### src/design/slts_pkg.sv
// Shared types, character constants and matcher tables for the token scanner.
// Used by slts_scan, slts_tok_queue and small_language_token_scanner_core.
package slts_pkg;

  typedef enum logic [2:0] {
    KIND_KEYWORD = 3'd0,
    KIND_IDENT   = 3'd1,
    KIND_INTEGER = 3'd2,
    KIND_OPER    = 3'd3,
    KIND_DELIM   = 3'd4,
    KIND_ASSIGN  = 3'd5,
    KIND_END     = 3'd6,
    KIND_ERROR   = 3'd7
  } kind_t;

  typedef struct packed {
    kind_t       kind;
    logic [7:0]  code;
    logic [15:0] line_no;
    logic [15:0] column;
    logic [7:0]  length;
  } tok_t;

  // Results of one input beat: t0 always present, t1 only when two is set.
  typedef struct packed {
    logic two;
    tok_t t0;
    tok_t t1;
  } tok_pair_t;

  localparam int TokWidth   = 51;
  localparam int TdataWidth = 56;

  localparam logic [7:0] CH_NL    = 8'h0A;
  localparam logic [7:0] CH_CR    = 8'h0D;
  localparam logic [7:0] CH_TAB   = 8'h09;
  localparam logic [7:0] CH_SP    = 8'h20;
  localparam logic [7:0] CH_HASH  = 8'h23;
  localparam logic [7:0] CH_COLON = 8'h3A;
  localparam logic [7:0] CH_EQ    = 8'h3D;

  localparam logic [5:0] KW_START = 6'd0;
  localparam logic [5:0] KW_DEAD  = 6'd63;
  localparam logic [3:0] OP_START = 4'd0;
  localparam logic [3:0] OP_DEAD  = 4'd15;

  function automatic logic is_alpha(input logic [7:0] c);
    return (c >= "a" && c <= "z") || (c >= "A" && c <= "Z") || c == "_";
  endfunction

  function automatic logic is_digit(input logic [7:0] c);
    return c >= "0" && c <= "9";
  endfunction

  function automatic logic is_opch(input logic [7:0] c);
    return c == "=" || c == "!" || c == "<" || c == ">" ||
           c == "/" || c == "+" || c == "-" || c == "*";
  endfunction

  function automatic logic is_wordch(input logic [7:0] c);
    return is_alpha(c) || is_digit(c) || is_opch(c);
  endfunction

  function automatic logic is_delim(input logic [7:0] c);
    return c == "(" || c == ")" || c == "{" || c == "}" ||
           c == ";" || c == ":" || c == ",";
  endfunction

  function automatic logic [2:0] kw_len(input logic [2:0] k);
    logic [2:0] r;
    case (k)
      3'd0:    r = 3'd4;
      3'd1:    r = 3'd3;
      3'd2:    r = 3'd3;
      3'd3:    r = 3'd2;
      3'd4:    r = 3'd4;
      3'd5:    r = 3'd5;
      3'd6:    r = 3'd5;
      default: r = 3'd6;
    endcase
    return r;
  endfunction

  // Byte p of keyword k; text is left-justified, padding is never compared.
  function automatic logic [7:0] kw_char(input logic [2:0] k, input logic [2:0] p);
    logic [63:0] t;
    logic [2:0]  idx;
    case (k)
      3'd0:    t = "func....";
      3'd1:    t = "var.....";
      3'd2:    t = "let.....";
      3'd3:    t = "if......";
      3'd4:    t = "else....";
      3'd5:    t = "while...";
      3'd6:    t = "print...";
      default: t = "return..";
    endcase
    idx = 3'd7 - p;
    return t[{idx, 3'b000} +: 8];
  endfunction

  function automatic logic [5:0] kw_next(input logic [5:0] s, input logic [7:0] c);
    logic [5:0] r;
    logic [2:0] k;
    logic [2:0] p;
    r = KW_DEAD;
    k = s[5:3];
    p = s[2:0];
    if (s == KW_DEAD) begin
      r = KW_DEAD;
    end else if (s == KW_START) begin
      for (int i = 7; i >= 0; i--) begin
        if (kw_char(3'(i), 3'd0) == c) r = {3'(i), 3'd1};
      end
    end else if (p < kw_len(k) && kw_char(k, p) == c) begin
      r = s + 6'd1;
    end
    return r;
  endfunction

  function automatic logic [3:0] op_next(input logic [3:0] s, input logic [7:0] c);
    logic [3:0] r;
    r = OP_DEAD;
    if (s == OP_START) begin
      case (c)
        "=":     r = 4'd1;
        "!":     r = 4'd2;
        "<":     r = 4'd3;
        ">":     r = 4'd4;
        "/":     r = 4'd5;
        "+":     r = 4'd6;
        "-":     r = 4'd7;
        "*":     r = 4'd8;
        default: r = OP_DEAD;
      endcase
    end else if (c == CH_EQ && s inside {[4'd1:4'd4]}) begin
      r = s + 4'd8;
    end
    return r;
  endfunction

  // Operator state to operator index plus one; zero means not accepting.
  function automatic logic [3:0] op_accept(input logic [3:0] s);
    logic [3:0] r;
    case (s)
      4'd3:    r = 4'd5;
      4'd4:    r = 4'd6;
      4'd5:    r = 4'd7;
      4'd6:    r = 4'd8;
      4'd7:    r = 4'd9;
      4'd8:    r = 4'd10;
      4'd9:    r = 4'd1;
      4'd10:   r = 4'd2;
      4'd11:   r = 4'd3;
      4'd12:   r = 4'd4;
      default: r = 4'd0;
    endcase
    return r;
  endfunction

  function automatic logic [15:0] sat_inc16(input logic [15:0] v);
    return (v == 16'hFFFF) ? v : v + 16'd1;
  endfunction

endpackage

### src/design/small_language_token_scanner_core.sv
// Token scanner core: one source byte per beat, tokens out one per beat.
// A token is written to the registered result queue on the beat that closes it.
// One input byte per cycle while the result queue has space; an end beat that also
// closes a token yields two tokens, handed out one per beat, and can stall the input.
// Reset (rst_n low, synchronous) returns to line 1, column 0, no held byte,
// and clears the halt after an error; the result queue is emptied.
module small_language_token_scanner_core import slts_pkg::*; (
  input  logic                  clk,
  input  logic                  rst_n,
  input  logic                  in_tvalid,
  output logic                  in_tready,
  input  logic [7:0]            in_tdata,   // ch[7:0]
  input  logic                  in_tlast,   // is_end
  output logic                  out_tvalid,
  input  logic                  out_tready,
  output logic [TdataWidth-1:0] out_tdata,  // kind[2:0], code, line_no, column, length
  output logic                  out_tlast   // last
);

  logic      space, push, beat_in;
  tok_pair_t push_pair;
  tok_t      tok;

  assign in_tready = space;
  assign beat_in   = in_tvalid & space;

  slts_scan u_scan (
    .clk       (clk),
    .rst_n     (rst_n),
    .beat_in   (beat_in),
    .ch        (in_tdata),
    .is_end    (in_tlast),
    .push      (push),
    .push_pair (push_pair)
  );

  slts_tok_queue u_queue (
    .clk       (clk),
    .rst_n     (rst_n),
    .push      (push),
    .push_pair (push_pair),
    .space     (space),
    .out_valid (out_tvalid),
    .out_ready (out_tready),
    .out_tok   (tok),
    .out_last  (out_tlast)
  );

  // pack fields lowest first: kind, code, line_no, column, length
  assign out_tdata = {{(TdataWidth - TokWidth){1'b0}}, tok.length, tok.column,
                      tok.line_no, tok.code, tok.kind};

endmodule

### src/design/slts_scan.sv
// Scanner state registers and the per-byte update with one byte of lookahead.
// Depends on slts_pkg for character classes, matcher tables and token types.
module slts_scan import slts_pkg::*; (
  input  logic      clk,
  input  logic      rst_n,
  input  logic      beat_in,
  input  logic [7:0] ch,
  input  logic      is_end,
  output logic      push,
  output tok_pair_t push_pair
);

  logic [7:0]  held_char_r, held_char_nxt;
  logic        held_valid_r, held_valid_nxt;
  logic        in_comment_r, in_comment_nxt;
  logic [15:0] line_r, line_nxt;
  logic [15:0] col_r, col_nxt;
  logic [15:0] begin_r, begin_nxt;
  logic [7:0]  wlen_r, wlen_nxt;
  logic [1:0]  flags_r, flags_nxt;
  logic [5:0]  kw_r, kw_nxt;
  logic [3:0]  op_r, op_nxt;
  logic        halted_r, halted_nxt;

  logic        consumed, halt_v, pv, ev;
  tok_t        pt, et;
  logic [15:0] col1, wbeg;
  logic [1:0]  fl;
  logic [5:0]  kwb, kwn;
  logic [3:0]  opb, opn, opa;
  logic [7:0]  wlb, wln;

  always_ff @(posedge clk) begin
    if (!rst_n) begin
      held_char_r  <= '0;
      held_valid_r <= 1'b0;
      in_comment_r <= 1'b0;
      line_r       <= 16'd1;
      col_r        <= '0;
      begin_r      <= '0;
      wlen_r       <= '0;
      flags_r      <= 2'b11;
      kw_r         <= KW_START;
      op_r         <= OP_START;
      halted_r     <= 1'b0;
    end else begin
      held_char_r  <= held_char_nxt;
      held_valid_r <= held_valid_nxt;
      in_comment_r <= in_comment_nxt;
      line_r       <= line_nxt;
      col_r        <= col_nxt;
      begin_r      <= begin_nxt;
      wlen_r       <= wlen_nxt;
      flags_r      <= flags_nxt;
      kw_r         <= kw_nxt;
      op_r         <= op_nxt;
      halted_r     <= halted_nxt;
    end
  end

  always_comb begin
    held_char_nxt  = held_char_r;
    held_valid_nxt = held_valid_r;
    in_comment_nxt = in_comment_r;
    line_nxt       = line_r;
    col_nxt        = col_r;
    begin_nxt      = begin_r;
    wlen_nxt       = wlen_r;
    flags_nxt      = flags_r;
    kw_nxt         = kw_r;
    op_nxt         = op_r;
    halted_nxt     = halted_r;
    consumed       = 1'b0;
    halt_v         = halted_r;
    pv             = 1'b0;
    ev             = 1'b0;
    pt             = '0;
    et             = '0;
    col1           = sat_inc16(col_r);
    wbeg           = begin_r;
    fl             = flags_r;
    kwb            = kw_r;
    opb            = op_r;
    wlb            = wlen_r;
    kwn            = kw_r;
    opn            = op_r;
    opa            = '0;
    wln            = wlen_r;

    if (beat_in && !halted_r) begin
      if (held_valid_r) begin
        col_nxt = col1;
        if (held_char_r == CH_NL) begin
          line_nxt       = sat_inc16(line_r);
          col_nxt        = '0;
          in_comment_nxt = 1'b0;
        end else if (in_comment_r || held_char_r == CH_SP || held_char_r == CH_CR ||
                     held_char_r == CH_TAB) begin
          // skip
        end else if (held_char_r == CH_HASH) begin
          in_comment_nxt = 1'b1;
        end else if (!is_wordch(held_char_r) && !is_delim(held_char_r)) begin
          pv     = 1'b1;
          pt     = '{KIND_ERROR, 8'd0, line_r, col1, 8'd0};
          halt_v = 1'b1;
        end else if (is_delim(held_char_r)) begin
          pv = 1'b1;
          if (held_char_r == CH_COLON && !is_end && ch == CH_EQ) begin
            // swallow the lookahead '=' together with the ':'
            consumed = 1'b1;
            col_nxt  = sat_inc16(col1);
            pt       = '{KIND_ASSIGN, 8'd0, line_r, col1, 8'd2};
          end else begin
            pt = '{KIND_DELIM, held_char_r, line_r, col1, 8'd1};
          end
        end else begin
          if (wlen_r == 8'd0) begin
            wbeg = col1;
            fl   = {1'b1, is_alpha(held_char_r)};
            kwb  = KW_START;
            opb  = OP_START;
            wlb  = '0;
          end else if (!is_alpha(held_char_r) && !is_digit(held_char_r)) begin
            fl[0] = 1'b0;
          end
          if (!is_digit(held_char_r)) fl[1] = 1'b0;
          kwn = kw_next(kwb, held_char_r);
          opn = op_next(opb, held_char_r);
          wln = (wlb == 8'hFF) ? wlb : wlb + 8'd1;
          opa = op_accept(opn);
          begin_nxt = wbeg;
          flags_nxt = fl;
          kw_nxt    = kwn;
          op_nxt    = opn;
          wlen_nxt  = wln;
          if (is_end || !is_wordch(ch)) begin
            // close the word and class it
            pv = 1'b1;
            if (kwn != KW_START && kwn != KW_DEAD && kwn[2:0] == kw_len(kwn[5:3])) begin
              pt = '{KIND_KEYWORD, {5'd0, kwn[5:3]}, line_r, wbeg, wln};
            end else if (fl[0]) begin
              pt = '{KIND_IDENT, 8'd0, line_r, wbeg, wln};
            end else if (fl[1]) begin
              pt = '{KIND_INTEGER, 8'd0, line_r, wbeg, wln};
            end else if (opa != 4'd0) begin
              pt = '{KIND_OPER, {4'd0, opa - 4'd1}, line_r, wbeg, wln};
            end else begin
              pt     = '{KIND_ERROR, 8'd0, line_r, col1, 8'd0};
              halt_v = 1'b1;
            end
            wlen_nxt  = '0;
            flags_nxt = 2'b11;
            kw_nxt    = KW_START;
            op_nxt    = OP_START;
          end
        end
      end

      if (!halt_v) begin
        if (is_end) begin
          ev             = 1'b1;
          et             = '{KIND_END, 8'd0, line_nxt, col_nxt, 8'd0};
          held_valid_nxt = 1'b0;
          in_comment_nxt = 1'b0;
          wlen_nxt       = '0;
          flags_nxt      = 2'b11;
          kw_nxt         = KW_START;
          op_nxt         = OP_START;
        end else if (consumed) begin
          held_valid_nxt = 1'b0;
        end else begin
          held_char_nxt  = ch;
          held_valid_nxt = 1'b1;
        end
      end
      halted_nxt = halt_v;
    end

    push           = pv | ev;
    push_pair.two  = pv & ev;
    push_pair.t0   = pv ? pt : et;
    push_pair.t1   = et;
  end

endmodule

### src/design/slts_tok_queue.sv
// Two-entry result queue that holds the token pair of each input beat
// and hands the tokens out one beat at a time. Depends on slts_pkg.
module slts_tok_queue import slts_pkg::*; (
  input  logic      clk,
  input  logic      rst_n,
  input  logic      push,
  input  tok_pair_t push_pair,
  output logic      space,
  output logic      out_valid,
  input  logic      out_ready,
  output tok_t      out_tok,
  output logic      out_last
);

  tok_pair_t  q_r [2];
  logic       head_r, head_nxt;
  logic       tail_r, tail_nxt;
  logic       sel_r, sel_nxt;
  logic [1:0] count_r, count_nxt;
  tok_pair_t  head_pair;
  logic       beat, pop;

  assign head_pair = q_r[head_r];
  assign space     = count_r != 2'd2;
  assign out_valid = count_r != 2'd0;
  assign out_tok   = sel_r ? head_pair.t1 : head_pair.t0;
  assign out_last  = sel_r | ~head_pair.two;
  assign beat      = out_valid & out_ready;
  assign pop       = beat & out_last;

  always_comb begin
    head_nxt  = head_r;
    tail_nxt  = tail_r;
    sel_nxt   = sel_r;
    count_nxt = count_r;
    if (beat) sel_nxt = ~pop;
    if (pop) head_nxt = ~head_r;
    if (push) tail_nxt = ~tail_r;
    case ({push, pop})
      2'b10:   count_nxt = count_r + 2'd1;
      2'b01:   count_nxt = count_r - 2'd1;
      default: count_nxt = count_r;
    endcase
  end

  always_ff @(posedge clk) begin
    if (!rst_n) begin
      head_r  <= 1'b0;
      tail_r  <= 1'b0;
      sel_r   <= 1'b0;
      count_r <= '0;
    end else begin
      head_r  <= head_nxt;
      tail_r  <= tail_nxt;
      sel_r   <= sel_nxt;
      count_r <= count_nxt;
    end
  end

  always_ff @(posedge clk) begin
    if (push) q_r[tail_r] <= push_pair;
  end

endmodule
### config.mk
export PLATFORM = sky130hd
export DESIGN_NAME = small_language_token_scanner_core
export DESIGN_NICKNAME = d
export VERILOG_FILES = /design/src/design/slts_pkg.sv /design/src/design/small_language_token_scanner_core.sv /design/src/design/slts_scan.sv /design/src/design/slts_tok_queue.sv
export SDC_FILE = /design/constraint.sdc
export NUM_CORES = 1
export LEC_CHECK = 0
export BUFFER_PORTS_ARGS = -buffer_cell sky130_fd_sc_hd__buf_2
export CAP_MARGIN = 15
export CORE_MARGIN = 2
export CORE_UTILIZATION = 52
export CTS_BUF_LIST = sky130_fd_sc_hd__clkbuf_2 sky130_fd_sc_hd__clkbuf_4 sky130_fd_sc_hd__clkbuf_8
export DETAILED_ROUTE_END_ITERATION = 10
export GPL_ROUTABILITY_DRIVEN = 0
export GPL_TIMING_DRIVEN = 0
export PLACE_DENSITY = 0.7
export SLEW_MARGIN = 20
export SYNTH_ARGS = -nofsm -noshare
export SYNTH_HDL_FRONTEND = slang
export SYNTH_SLANG_ARGS = --single-unit
export TNS_END_PERCENT = 100
### constraint.sdc
create_clock -name clk -period 8.26 [get_ports clk]
set_input_delay 0.826 -clock clk [delete_from_list [all_inputs] [get_ports clk]]
set_output_delay 0.826 -clock clk [all_outputs]
set_load 0.02 [all_outputs]
==> run metrics <==
Via-to-Cell Ratio=6.18; leading post-synthesis cells by cell area=edfxtp_1 36%, dfxtp_1 12%, mux4_2 5.3%; Max Root-Sink Buffers=3; CP max stage delay=about 520 ps; RSZ-0062 raised after global routing=false; Yosys warnings=0; Critical Path Slowest Stage Cell=a2111oi_0; Placeable Area=~27,000 um2; dpl ws=~470 ps; Leak Pwr=roughly 6 nW; Critical Path RT=around 8500 ps; final setup margin=~600 ps; CP Launch Type=flop; port bufs=64; Critical R2R Capture=u_queue.q_r[0][63]; die width=170 um; synthesized netlist cell count=1,425; Worst-Margin Slew=about 1000 ps; crit path time final=7660 ps; post-CTS sizing=0; final net count=approximately 1,600; largest net degree at the start of global routing=46; first-pass GRT wire length=60,200 um; Slew HR=0.299; timing endpoint of the critical path=u_queue.q_r[0][63]; chip height=170 um; VDD IR max=86.5 uV; status=complete, no violations; initial antenna violation count=1; Clk pin slew, worst setup/hold paths=~70 ps; Worst Setup End Kind=flop; Area growth, synth to finish=13.0%; GR Util All Layers=0.265; HP Class=flop to flop; Area after DPL=15,200 um2; leading register cell type out of synthesis=edfxtp_1; CP Max Fanout=10; Tcrit/Tclk final=0.927; # DRC=0; die area=between 20,000 and 30,000 um2; Reg2Reg Depth=32; drt wl/cell=approximately 20 um; setup_tns=0 ps; H-tree depth=2; TritonCTS clock tree=yes; CP startpoint=u_scan.wlen_r[0]; Max Fclk=131 MHz; area of the multi-input gates=between 7000 and 8000 um2; Storage cell area=6810 um2; number of clock sinks=255; worst reg-to-reg setup slack=between 500 and 600 ps; DR vias=around 12,000; WS Path Type=flop to flop; hold buffer count at CTS=0; GR Overflow Total=0; drt total wl=38,300 um; DRT Pass-1 Iters=6; Final Cell Area=16,200 um2; Root Buffer=clkbuf_8; Max Cap Violations=0; post-CTS setup buffer count=0; Starting Density=0.530; filler instances=2,269; Post-Syn Area per Cell=10.1 um2; Synth Register Bits=255; Distinct cells, synth=94; number of buffers created by CTS=42; register area share after synthesis=0.475; Final Hold Viols=0; DPL Wire Length=27,600 um; Final ANT Viol Nets=0; EDFF count, synth=between 150 and 200; Iteration-0 DRC Markers=roughly 1,200; Cell Rows=60; vias in the first global route=around 11,000; Synth area leader=edfxtp_1; I/O pin total=72; clk_lat worst skew=~560 ps; Power Density=212 nW/um2; Post-Synthesis Cell Area=14,300 um2; origin of the critical flop-to-flop path=u_scan.wlen_r[0]; top cell type's share of synthesized area=0.356; Slew Limit Fails=0; Layout Skew=14.3 ps; share of post-route cells with drive strength above 1=0.151; arrival time at the worst endpoint=between 7000 and 8000 ps; Finish-stage setup viols=0; Post-synth ARST share=0
==> placed cells by master, fill, tap and decap left out, types with 19 or more instances in the layout <==
| cell type | count |
|---|---|
| ha_1 | 21 |
| or3_1 | 22 |
| xor2_1 | 24 |
| mux4_2 | 34 |
| buf_2 | 83 |
| dfxtp_1 | 85 |
| mux2i_1 | 48 |
| a21oi_1 | 56 |
| o22ai_1 | 19 |
| nand3_1 | 45 |
| inv_1 | 30 |
| nand2_1 | 150 |
| and2_1 | 33 |
| xnor2_1 | 29 |
| clkbuf_8 | 46 |
| nor3_1 | 41 |
| edfxtp_1 | 170 |
| o21ai_0 | 75 |
| clkbuf_1 | 65 |
| nor2_1 | 141 |
==> worst min-delay path by stage <==
stage | slack [ps] | startpoint | to | cells past startpoint
6_report | 470 | u_scan.begin_r[2] | u_scan.begin_r[2] | 2
3_3_place_gp | 450 | u_scan.begin_r[14] | u_scan.begin_r[14] | 2
2_1_floorplan | 440 | u_scan.begin_r[14] | u_scan.begin_r[14] | 2
3_5_place_dp | 460 | u_scan.begin_r[0] | u_scan.begin_r[0] | 2
4_1_cts | 470 | u_scan.begin_r[0] | u_scan.begin_r[0] | 2
5_1_grt | 500 | u_scan.begin_r[2] | u_scan.begin_r[2] | 2
==> worst max-delay path, delay by kind of cell (launching register included) <==
kind / cells / cell delay [ps]
AND/OR/NAND/NOR: 12 / 2620
AO/OA/AOI/OAI: 8 / 1940
buffers and inverters: 7 / 1380
adder cells (fa/ha/maj): 3 / 570
multiplexers: 2 / 450
flip-flops: 1 / 380
==> registers in the layout, summed over array words and instances, names as in the netlist, named ones only <==
| signal | count |
|---|---|
| u_scan.col_r | 16 |
| u_queue.sel_r | 1 |
| u_queue.tail_r | 1 |
| u_scan.held_char_r | 8 |
| u_scan.op_r | 4 |
| u_scan.kw_r | 6 |
| u_scan.begin_r | 16 |
| u_queue.count_r | 2 |
| u_scan.wlen_r | 8 |
| u_scan.held_valid_r | 1 |
| u_scan.in_comment_r | 1 |
| u_queue.head_r | 1 |
| u_scan.flags_r | 2 |
| u_queue.q_r | 170 |
| u_scan.line_r | 16 |
| u_scan.halted_r | 1 |
==> cells by family (layout without fill, tap and decap cells) <==
family,Yosys count,count (layout),synth area share
XOR/XNOR,53,53,0.0324
adder cells (fa/ha/maj),22,22,0.0197
other,1,8,0.000262
AO/OA/AOI/OAI,318,318,0.150
AND/OR/NAND/NOR,552,552,0.190
multiplexers,90,90,0.0932
flip-flops,255,255,0.475
buffers and inverters,134,281,0.0395
==> Yosys cell counts (all sizes together), types with 21 or more instances <==
master  instances
edfxtp        170
nand3          45
or3            23
nor2          143
nand2         150
nor3           43
buf            35
and2           36
xnor2          29
clkbuf         67
o21ai          82
ha             21
mux4           34
a21oi          57
inv            30
xor2           24
mux2i          48
dfxtp          85
==> power breakdown <==
group,switching (mW),internal [mW],total (mW)
clock network,0.512,0.687,1.20
registers,0.0353,1.46,1.50
logic,0.474,0.261,0.736
total,1.02,2.41,3.43
==> layout make-up <==
type	count	area share
Multi-Input combinational cell	1042	0.433
Sequential cell	255	0.420
Clock buffer	55	0.0433
Timing Repair Buffer	69	0.0278
Buffer	102	0.0276
Tap cell	341	0.0263
Clock inverter	23	0.0138
Inverter	32	0.00742
Antenna cell	1	0.000155
==> routing by layer <==
metal,GRT usage,vias to the layer above,routed length [um]
li1,-,5554,-
met1,0.373,5699,16900
met2,0.420,520,17200
met3,0.0467,85,3180
met4,0.0799,0,1010
met5,0,-,0
==> stage by stage <==
step / hold slack, ps / instances / total power, mW / utilization
2_1_floorplan: 443 / 1431 / 2.01 / -
6_report: 466 / 1920 / 3.43 / 0.599
3_3_place_gp: 450 / 1836 / 2.23 / 0.559
4_1_cts: 468 / 1919 / 3.45 / 0.598
5_1_grt: 496 / 1919 / 3.57 / 0.599
3_5_place_dp: 459 / 1841 / 2.26 / 0.564
Note: power is estimated with default switching activity, not from simulation.
